$ cat config.mk
export PLATFORM = sky130hd
export DESIGN_NAME = cosine_similarity_engine
export DESIGN_NICKNAME = d
export VERILOG_FILES = /design/src/rtl/cse_pkg.sv /design/src/rtl/cosine_similarity_engine.sv
export SDC_FILE = /design/constraint.sdc
export NUM_CORES = 2
export LEC_CHECK = 0
export CORE_MARGIN = 5
export CORE_UTILIZATION = 60
export CTS_CLUSTER_DIAMETER = 100
export DETAILED_ROUTE_END_ITERATION = 6
export DONT_BUFFER_PORTS = 1
export GPL_ROUTABILITY_DRIVEN = 0
export GPL_TIMING_DRIVEN = 0
export PLACE_DENSITY = 0.86
export SLEW_MARGIN = 20
export SYNTH_ARGS = -nofsm -noshare
export SYNTH_HDL_FRONTEND = slang
export SYNTH_SLANG_ARGS = --single-unit
export TNS_END_PERCENT = 50
$ cat constraint.sdc
create_clock -name clk -period 8.6 [get_ports clk]
set_input_delay 0.43 -clock clk [delete_from_list [all_inputs] [get_ports clk]]
set_output_delay 0.43 -clock clk [all_outputs]
set_load 0.03 [all_outputs]
$ cat src/rtl/cse_pkg.sv
// ----------------------------------------------------------------------------
// cse_pkg
// Widths and codes shared by the cosine similarity engine.
// ----------------------------------------------------------------------------
`default_nettype none

package cse_pkg;

  localparam int SAMPLE_BITS = 16;
  localparam int FRAC_BITS   = SAMPLE_BITS - 1;
  localparam int DOT_W       = 42;
  localparam int NRG_W       = 41;
  localparam int NPROD_W     = 2 * NRG_W;
  localparam int ROOT_W      = NRG_W;
  localparam int SUB_W       = 44;
  localparam int MUL_W       = 22;
  localparam int PROD_W      = 2 * MUL_W;
  localparam int CHUNK_W     = 21;
  localparam int STEP_W      = 6;

  typedef enum logic [2:0] {
    DST_DOT,
    DST_EA,
    DST_EB,
    DST_P0,
    DST_P21,
    DST_P42
  } dst_t;

endpackage

`default_nettype wire

$ cat src/rtl/cosine_similarity_engine.sv
// ----------------------------------------------------------------------------
// cosine_similarity_engine
// Accumulates dot product and both energies of a streamed vector pair and,
// on the last pair, returns dot * 2^15 / isqrt(energy_a * energy_b) in Q1.15.
//
//   channel   dir  tdata                          tuser / tlast
//   s_axis    in   [15:0] elem_a, [31:16] elem_b  tlast = last_elem
//   m_axis    out  [15:0] similarity              [0] zero_norm, [1] overlong
//   min_energy in  41-bit threshold, write on min_energy_wr_en
//
// A pair holds the input while it runs three products and a drain step on the
// shared 22x22 multiplier, then, unless it is the last, returns to idle. A last
// pair then adds a threshold check, the four partial products of the energy
// product and a drain step, the bit-serial square root, the divide on the
// shared subtractor and the load of the output register. The result waits in
// the output register without blocking input; a new result waits for it to drain.
// rst clears the sequencer, accumulators, threshold and output valid.
// ----------------------------------------------------------------------------
`default_nettype none

module cosine_similarity_engine
  import cse_pkg::*;
#(
  parameter int MAX_LEN = 1024
) (
  input  wire logic        clk,
  input  wire logic        rst,
  input  wire logic        s_axis_tvalid,
  output logic             s_axis_tready,
  input  wire logic [31:0] s_axis_tdata,   // [15:0] elem_a, [31:16] elem_b
  input  wire logic        s_axis_tlast,   // last_elem
  output logic             m_axis_tvalid,
  input  wire logic        m_axis_tready,
  output logic [15:0]      m_axis_tdata,   // [15:0] similarity
  output logic [1:0]       m_axis_tuser,   // [0] zero_norm, [1] overlong
  input  wire logic        min_energy_wr_en,
  input  wire logic [40:0] min_energy_wr_data
);

  localparam int CNT_W = $clog2(MAX_LEN + 1);

  localparam logic [2:0] S_IDLE  = 3'd0;
  localparam logic [2:0] S_MAC   = 3'd1;
  localparam logic [2:0] S_CHECK = 3'd2;
  localparam logic [2:0] S_NPROD = 3'd3;
  localparam logic [2:0] S_SQRT  = 3'd4;
  localparam logic [2:0] S_DIV   = 3'd5;
  localparam logic [2:0] S_FIN   = 3'd6;

  localparam logic [STEP_W-1:0] MAC_LAST   = STEP_W'(3);
  localparam logic [STEP_W-1:0] NPROD_LAST = STEP_W'(4);
  localparam logic [STEP_W-1:0] SQRT_LAST  = STEP_W'(ROOT_W - 1);
  localparam logic [STEP_W-1:0] DIV_LAST   = STEP_W'(FRAC_BITS + 1);
  localparam logic [15:0]       SIM_MAX    = 16'h7fff;
  localparam logic [15:0]       SIM_MIN    = 16'h8000;
  localparam logic [15:0]       Q_ONE      = 16'h8000;

  logic [2:0]               state;
  logic [STEP_W-1:0]        step;
  logic [40:0]              min_energy;
  logic signed [15:0]       elem_a;
  logic signed [15:0]       elem_b;
  logic                     last;
  logic [DOT_W-1:0]         dot_acc;
  logic [NRG_W-1:0]         energy_a;
  logic [NRG_W-1:0]         energy_b;
  logic [CNT_W-1:0]         elem_count;
  logic                     too_long;
  logic                     zero;
  logic signed [MUL_W-1:0]  mul_x;
  logic signed [MUL_W-1:0]  mul_y;
  logic                     mul_go;
  dst_t                     mul_dst;
  logic signed [PROD_W-1:0] prod;
  logic                     prod_vld;
  dst_t                     prod_dst;
  logic [NPROD_W-1:0]       nprod;
  logic [ROOT_W-1:0]        root;
  logic [SUB_W-1:0]         rem;
  logic [15:0]              quo;
  logic [15:0]              quo_next;
  logic [15:0]              sim;
  logic [DOT_W-1:0]         mag;
  logic [SUB_W-1:0]         sub_a;
  logic [SUB_W-1:0]         sub_b;
  logic [SUB_W:0]           diff;
  logic                     ge;
  logic                     out_free;
  logic                     accept;

  assign s_axis_tready = (state == S_IDLE);
  assign accept        = s_axis_tvalid && s_axis_tready;
  assign out_free      = !m_axis_tvalid || m_axis_tready;
  assign mag           = dot_acc[DOT_W-1] ? (~dot_acc + DOT_W'(1)) : dot_acc;

  // shared multiplier operand select
  always_comb begin
    mul_x   = '0;
    mul_y   = '0;
    mul_go  = 1'b0;
    mul_dst = DST_DOT;
    if (state == S_MAC) begin
      mul_go = (step != MAC_LAST);
      unique case (step[1:0])
        2'd0: begin
          mul_x   = MUL_W'(elem_a);
          mul_y   = MUL_W'(elem_b);
          mul_dst = DST_DOT;
        end
        2'd1: begin
          mul_x   = MUL_W'(elem_a);
          mul_y   = MUL_W'(elem_a);
          mul_dst = DST_EA;
        end
        2'd2: begin
          mul_x   = MUL_W'(elem_b);
          mul_y   = MUL_W'(elem_b);
          mul_dst = DST_EB;
        end
        default: begin
          mul_x   = '0;
          mul_y   = '0;
          mul_dst = DST_DOT;
        end
      endcase
    end else if (state == S_NPROD) begin
      mul_go = (step != NPROD_LAST);
      unique case (step[1:0])
        2'd0: begin
          mul_x   = MUL_W'({1'b0, energy_a[CHUNK_W-1:0]});
          mul_y   = MUL_W'({1'b0, energy_b[CHUNK_W-1:0]});
          mul_dst = DST_P0;
        end
        2'd1: begin
          mul_x   = MUL_W'({1'b0, energy_a[CHUNK_W-1:0]});
          mul_y   = MUL_W'({1'b0, energy_b[NRG_W-1:CHUNK_W]});
          mul_dst = DST_P21;
        end
        2'd2: begin
          mul_x   = MUL_W'({1'b0, energy_a[NRG_W-1:CHUNK_W]});
          mul_y   = MUL_W'({1'b0, energy_b[CHUNK_W-1:0]});
          mul_dst = DST_P21;
        end
        default: begin
          mul_x   = MUL_W'({1'b0, energy_a[NRG_W-1:CHUNK_W]});
          mul_y   = MUL_W'({1'b0, energy_b[NRG_W-1:CHUNK_W]});
          mul_dst = DST_P42;
        end
      endcase
    end
  end

  // shared subtractor for square root and divide
  always_comb begin
    sub_a = rem;
    sub_b = '0;
    if (state == S_SQRT) begin
      sub_a = {rem[SUB_W-3:0], nprod[NPROD_W-1 -: 2]};
      sub_b = SUB_W'({root, 2'b01});
    end else if (state == S_DIV) begin
      if (step == '0) begin
        sub_a = rem;
        sub_b = SUB_W'({root, 1'b0});
      end else if (step == STEP_W'(1)) begin
        sub_a = rem;
        sub_b = SUB_W'(root);
      end else begin
        sub_a = {rem[SUB_W-2:0], 1'b0};
        sub_b = SUB_W'(root);
      end
    end
  end

  assign diff     = {1'b0, sub_a} - {1'b0, sub_b};
  assign ge       = !diff[SUB_W];
  assign quo_next = {quo[14:0], ge};

  always_ff @(posedge clk) begin
    if (rst) begin
      min_energy <= '0;
    end else if (min_energy_wr_en) begin
      min_energy <= min_energy_wr_data;
    end
  end

  always_ff @(posedge clk) begin
    prod     <= mul_x * mul_y;
    prod_dst <= mul_dst;
  end

  always_ff @(posedge clk) begin
    if (rst) begin
      state         <= S_IDLE;
      step          <= '0;
      prod_vld      <= 1'b0;
      dot_acc       <= '0;
      energy_a      <= '0;
      energy_b      <= '0;
      elem_count    <= '0;
      too_long      <= 1'b0;
      m_axis_tvalid <= 1'b0;
    end else begin
      prod_vld <= mul_go;
      if (m_axis_tvalid && m_axis_tready) begin
        m_axis_tvalid <= 1'b0;
      end
      if (prod_vld) begin
        unique case (prod_dst)
          DST_DOT: dot_acc  <= dot_acc + prod[DOT_W-1:0];
          DST_EA:  energy_a <= energy_a + prod[NRG_W-1:0];
          DST_EB:  energy_b <= energy_b + prod[NRG_W-1:0];
          DST_P0:  nprod    <= nprod + NPROD_W'($unsigned(prod));
          DST_P21: nprod    <= nprod + (NPROD_W'($unsigned(prod)) << CHUNK_W);
          DST_P42: nprod    <= nprod + (NPROD_W'($unsigned(prod)) << (2 * CHUNK_W));
          default: nprod    <= nprod;
        endcase
      end
      unique case (state)
        S_IDLE: begin
          if (accept) begin
            elem_a <= s_axis_tdata[15:0];
            elem_b <= s_axis_tdata[31:16];
            last   <= s_axis_tlast;
            if (elem_count == CNT_W'(MAX_LEN)) begin
              too_long <= 1'b1;
            end else begin
              elem_count <= elem_count + CNT_W'(1);
            end
            step  <= '0;
            state <= S_MAC;
          end
        end
        S_MAC: begin
          step <= step + STEP_W'(1);
          if (step == MAC_LAST) begin
            state <= last ? S_CHECK : S_IDLE;
          end
        end
        S_CHECK: begin
          zero  <= (energy_a <= min_energy) || (energy_b <= min_energy);
          nprod <= '0;
          step  <= '0;
          if ((energy_a <= min_energy) || (energy_b <= min_energy)) begin
            sim   <= '0;
            state <= S_FIN;
          end else begin
            state <= S_NPROD;
          end
        end
        S_NPROD: begin
          step <= step + STEP_W'(1);
          if (step == NPROD_LAST) begin
            root  <= '0;
            rem   <= '0;
            step  <= '0;
            state <= S_SQRT;
          end
        end
        S_SQRT: begin
          nprod <= nprod << 2;
          if (ge) begin
            rem  <= diff[SUB_W-1:0];
            root <= {root[ROOT_W-2:0], 1'b1};
          end else begin
            rem  <= sub_a;
            root <= {root[ROOT_W-2:0], 1'b0};
          end
          step <= step + STEP_W'(1);
          if (step == SQRT_LAST) begin
            step  <= '0;
            state <= S_DIV;
          end
        end
        S_DIV: begin
          step <= step + STEP_W'(1);
          if (step == '0) begin
            rem <= SUB_W'(mag);
            quo <= '0;
            if (root == '0) begin
              sim   <= '0;
              state <= S_FIN;
            end else if (SUB_W'(mag) >= SUB_W'({root, 1'b0})) begin
              sim   <= dot_acc[DOT_W-1] ? SIM_MIN : SIM_MAX;
              state <= S_FIN;
            end
          end else begin
            quo <= quo_next;
            rem <= ge ? diff[SUB_W-1:0] : sub_a;
            if (step == DIV_LAST) begin
              if (dot_acc[DOT_W-1]) begin
                sim <= (quo_next > Q_ONE) ? SIM_MIN : (~quo_next + 16'd1);
              end else begin
                sim <= (quo_next > SIM_MAX) ? SIM_MAX : quo_next;
              end
              state <= S_FIN;
            end
          end
        end
        S_FIN: begin
          if (out_free) begin
            m_axis_tvalid <= 1'b1;
            m_axis_tdata  <= sim;
            m_axis_tuser  <= {too_long, zero};
            dot_acc       <= '0;
            energy_a      <= '0;
            energy_b      <= '0;
            elem_count    <= '0;
            too_long      <= 1'b0;
            state         <= S_IDLE;
          end
        end
        default: begin
          state <= S_IDLE;
        end
      endcase
    end
  end

endmodule

`default_nettype wire

==> flow_summary.ini, run 1 <==
[logic_synthesis]
synthAdderAreaFrac = 0.293
syn_avg_cell_area_sq_um = 8.46
ys_types = 100
async_flop_share = 0
synthCells = 6926
synth-xor-area-share = 0.0559
netlist_area_sq_mm = 0.0586
synthMuxAreaShare = 0.0244
synth_compound_area_frac = 0.191
ys_seq_elements = 485
synth_edf_count = 250
synth_top_family_by_area = adder cells
ys_seq_area_frac = 0.208
synth_nets = 8071
synthSimpleGateAreaFrac = 0.162
ys.flop_type = edfxtp_1
synth_warnings = 0

[global_routing]
grt.total_usage = 0.467
grt_pass1_wl_um = 371000
grt_overflow = 6
grt_pass1_vias = 63126
grt_max_degree = 33

[clock_network]
numCtsBuffers = 53
cts-root-buf = clkbuf_16
clock_path_buffers = 3
cts_sinks = 485
cts_max_level = 2

[floorplan]
die_w_um = 323
die_h_um = 323
start_util = 0.605
io_pins = 99
core.rowCount = 114

[place]
placed_cells = 8216
port_buffers = 0
dpl_cell_area_sq_mm = 0.0605
hpwl_um = 159000

[outcome]
error = [ERROR GRT-0116] Global routing finished with congestion. Check the congestion regions in the DRC Viewer.
status = aborted with a tool error
haltStage = 5_1_grt
[cell usage after synthesis, drive strengths merged, types with 53 or more instances]
cell type / instances / share of area
nand2: 863 / 0.055
inv: 719 / 0.046
ha: 558 / 0.12
a21oi: 540 / 0.046
fa: 508 / 0.17
nor2: 490 / 0.031
o21ai: 449 / 0.038
edfxtp: 250 / 0.13
clkbuf: 241 / 0.015
dfxtp: 235 / 0.080
xnor2: 232 / 0.035
a21o: 213 / 0.027
mux2i: 142 / 0.024
xor2: 142 / 0.021
nand3: 96 / 0.0085
nand4: 95 / 0.010
nor3: 87 / 0.0075
and2: 85 / 0.0091
nor2b: 72 / 0.0078
nand2b: 65 / 0.0069
a22oi: 60 / 0.0077
o21a: 60 / 0.0077
a31oi: 53 / 0.0057
[through the flow]
stage,utilization,setup WS (ns)
2_1_floorplan,-,0.0339
3_3_place_gp,0.622,-2.07
3_5_place_dp,0.625,-2.39
4_1_cts,0.668,-0.0794
[layer usage]
layer | track usage | overflow
met3 | 0.302 | 0
met4 | 0.422 | 5
met1 | 0.477 | 0
met5 | 0.123 | 0
met2 | 0.639 | 1
[cell families after synthesis]
family,after synthesis
muxes,143
DFF,485
AOI/OAI and AO/OA,1783
buffers and inverters,1012
and+or+nand+nor,2063
adders and majority gates,1066
xor gates and xnor gates,374
[what timing repair did]
action	in CTS
hold buffers	74
gates resized for setup	318
buffers inserted	53
gates cloned	1
pin swaps	33
hold endpoints to repair	74
setup endpoints to repair	34
==> run 2, diff against run 1 <==
CORE_UTILIZATION = 40   (was 60)
CTS_CLUSTER_DIAMETER = default   (was 100)
PLACE_DENSITY = default   (was 0.86)
PLACE_DENSITY_LB_ADDON = 0.15   (was default)
clock period = 11.2 ns   (was 8.6 ns; I/O delays follow)
==> run 2 against run 1 <==
The flow now finishes, with violations (design-rule violations). Synthesized cell count unchanged. Synthesized area unchanged.
==> flow_summary.ini, run 2 <==
[clock_network]
clk_pin_slew_worst_paths_ns = 0.07
clock_path_buffers = 3
cts_max_level = 2
cts_tree = yes
numCtsBuffers = 57
cts-root-buf = clkbuf_16
cts_sinks = 485
clock_latency_ns = 0.70

[sta]
setup_ws_ns = 0.212
setup_viol_count_final = 0
fmax_mhz = 91.0
tns_ns = 0
hold_viol = 0
worstMarginPinSlew_ns = 1.22
period_needed_ns = 10.99
rsz0062_at_grt = no
max-slew-margin-rel = 0.186
skew_ns = 0.0573
fin_crit_sh = 0.981
slew_viol_final = 0

[logic_synthesis]
ys_types = 100
netlist_area_sq_mm = 0.0586
synth_edf_count = 250
syn_avg_cell_area_sq_um = 8.46
ys.flop_type = edfxtp_1
synth_area_leaders = fa_1 (17%), edfxtp_1 (13%), ha_1 (12%)
ys_seq_area_frac = 0.208
synthCells = 6926
netlist_top_cells_count = nand2_1 (861), inv_1 (717), ha_1 (558)
async_flop_share = 0
synth.top_cell.area_share = 0.174
ys_seq_elements = 485
yosys.area.top_type = fa_1
synth_most_common_cell = nand2_1
synth_warnings = 0
synth_nets = 8071

[global_routing]
grt_pass1_wl_um = 332000
grt_max_degree = 23
grt_pass1_vias = 52829
grt.total_usage = 0.286
grt_overflow = 0
grt_antenna_before_repair = 8

[drt]
drtIter0Drc = 5002
route.detailed.wl_per_inst_um = 24.8
totalWireLength_um = 224000
via_per_inst = 5.91
first_pass_iters = 7
num_vias = 53457
postRouteAntennaNets = 0
drcViolationCount = 3

[floorplan]
core.rowCount = 140
io_pins = 99
start_util = 0.402
die_h_um = 393
dieArea_sq_mm = 0.154
core_sq_mm = 0.146
die_w_um = 393

[power_and_ir_drop]
leakagePower_uw = 0.0282
ir_drop_v = 0.000123
powerDensity_mw_per_mm2 = 196

[place]
hpwl_um = 178000
pre_cts_slack_ns = -1.16
port_buffers = 0

[worst_setup_path]
worst_ep_required_time_ns = 11.79
cp-end-kind = flip-flop
r2r_start = step[0]$_SDFFE_PP0P_
worstReg2RegEnd = prod[43]$_DFF_P_
timing.reg2reg.setup_slack_ns = 0.21
cp_slowest_cell = mux2i_1
arrival_ns = 11.58
rr_worst_depth = 29
cp_common_cell = fa_1
critPathKind = reg2reg
cp-start-kind = flip-flop
worstPathMaxFanout = 20
cp_slowest_stage_delay_ns = 0.74

[layout]
layout_common_cells = nand2_1 (861), inv_1 (717), ha_1 (558), a21oi_1 (537), fa_1 (508)
reg_top3 = nprod x82, prod x44, rem x44
largest_register = nprod
syn2layout_area_growth_pct = 9.64
nNetsFinal = 8210
drive_above_1_share = 0.0371
postLayoutCoreUtil = 0.441
n_fill_cell = 14618
final-seq-area_sq_mm = 0.0122
largest_reg_flops = 82
layout_commonest_cell = nand2_1
multi_input_area_sq_mm = 0.0428

[outcome]
status = complete, but fails checks
violations = design-rule violations

[job]
maxCapViolCount = 0

[hold_path]
hold_depth = 2
hp-class = in2reg
hold_path_end = min_energy[22]$_SDFFE_PP0P_
hold_start = min_energy_wr_data[22]
run 2: cell counts after synthesis:
No cell type changed its count.
run 2: worst max-delay path: cells and delay by family, from the launching register on:
kind / cells / cell delay (ns)
compound gates: 10 / 2.56
xor+xnor: 1 / 0.17
fa+ha+maj: 9 / 4.46
buf+inv: 5 / 1.58
flops: 1 / 0.46
mux: 1 / 0.74
simple gates: 3 / 0.85
run 2: kinds of logic after synthesis:
logic type	share of synthesized area
buffers and inverters	0.0656
adders and majority gates	0.293
DFF	0.208
xor gates and xnor gates	0.0559
AOI/OAI and AO/OA	0.191
muxes	0.0244
and+or+nand+nor	0.162
run 2: repair_timing:
action,4_1_cts,5_1_grt
hold buffers,68,0
setup endpoints to repair,14,7
setup buffers,1,0
gates cloned,0,0
endpoints found under the hold margin,68,0
gates resized for setup,24,50
pin swaps,1,0
run 2: report_power, final:
part / total, uW / switching (uW) / internal (uW)
clock network: 2060 / 885 / 1170
logic: 7810 / 5070 / 2750
registers: 2750 / 545 / 2210
run 2: worst max path at each step:
stage                         start          endpoint  cells past startpoint
2_1_floorplan  step[0]$_SDFFE_PP0P_  prod[43]$_DFF_P_                     28
3_3_place_gp   step[0]$_SDFFE_PP0P_  prod[43]$_DFF_P_                     31
3_5_place_dp   step[0]$_SDFFE_PP0P_  prod[43]$_DFF_P_                     28
4_1_cts        step[0]$_SDFFE_PP0P_  prod[43]$_DFF_P_                     33
5_1_grt        step[0]$_SDFFE_PP0P_  prod[43]$_DFF_P_                     29
6_report       step[0]$_SDFFE_PP0P_  prod[43]$_DFF_P_                     29
run 2: through the flow:
step | std cells | power, uW | cell area (sq um) | hold slack (ns)
global route | 9033 | 13500 | 64200 | 0.0440
detailed placement | 8857 | 10400 | 61400 | 0.405
global placement | 8843 | 10300 | 61000 | 0.402
finish | 9041 | 12600 | 64300 | 0.0371
floorplan | 6926 | 7790 | 58600 | 0.400
CTS | 9032 | 12500 | 64200 | 0.000880
run 2: final cells by class:
| class | count | area share |
|---|---|---|
| multi-input cells | 5429 | 0.666 |
| well taps | 1917 | 0.0373 |
| repair buffers | 83 | 0.0145 |
| plain buffers | 289 | 0.0182 |
| inverters | 720 | 0.0421 |
| flip-flops and latches | 485 | 0.190 |
| clock inverters | 34 | 0.00633 |
| clock buffers | 74 | 0.0253 |
| diodes | 10 | 0.000389 |
run 2: per-layer routing:
| metal | vias to the layer above | share of wire | track usage |
|---|---|---|---|
| met1 | 26112 | 0.40 | 0.357 |
| met4 | 4 | 0.063 | 0.152 |
| met2 | 2347 | 0.46 | 0.470 |
| met3 | 606 | 0.083 | 0.0544 |
| li1 | 24388 | - | - |
| met5 | - | 0.00013 | 0 |
Note: power is estimated with default switching activity, not from simulation.
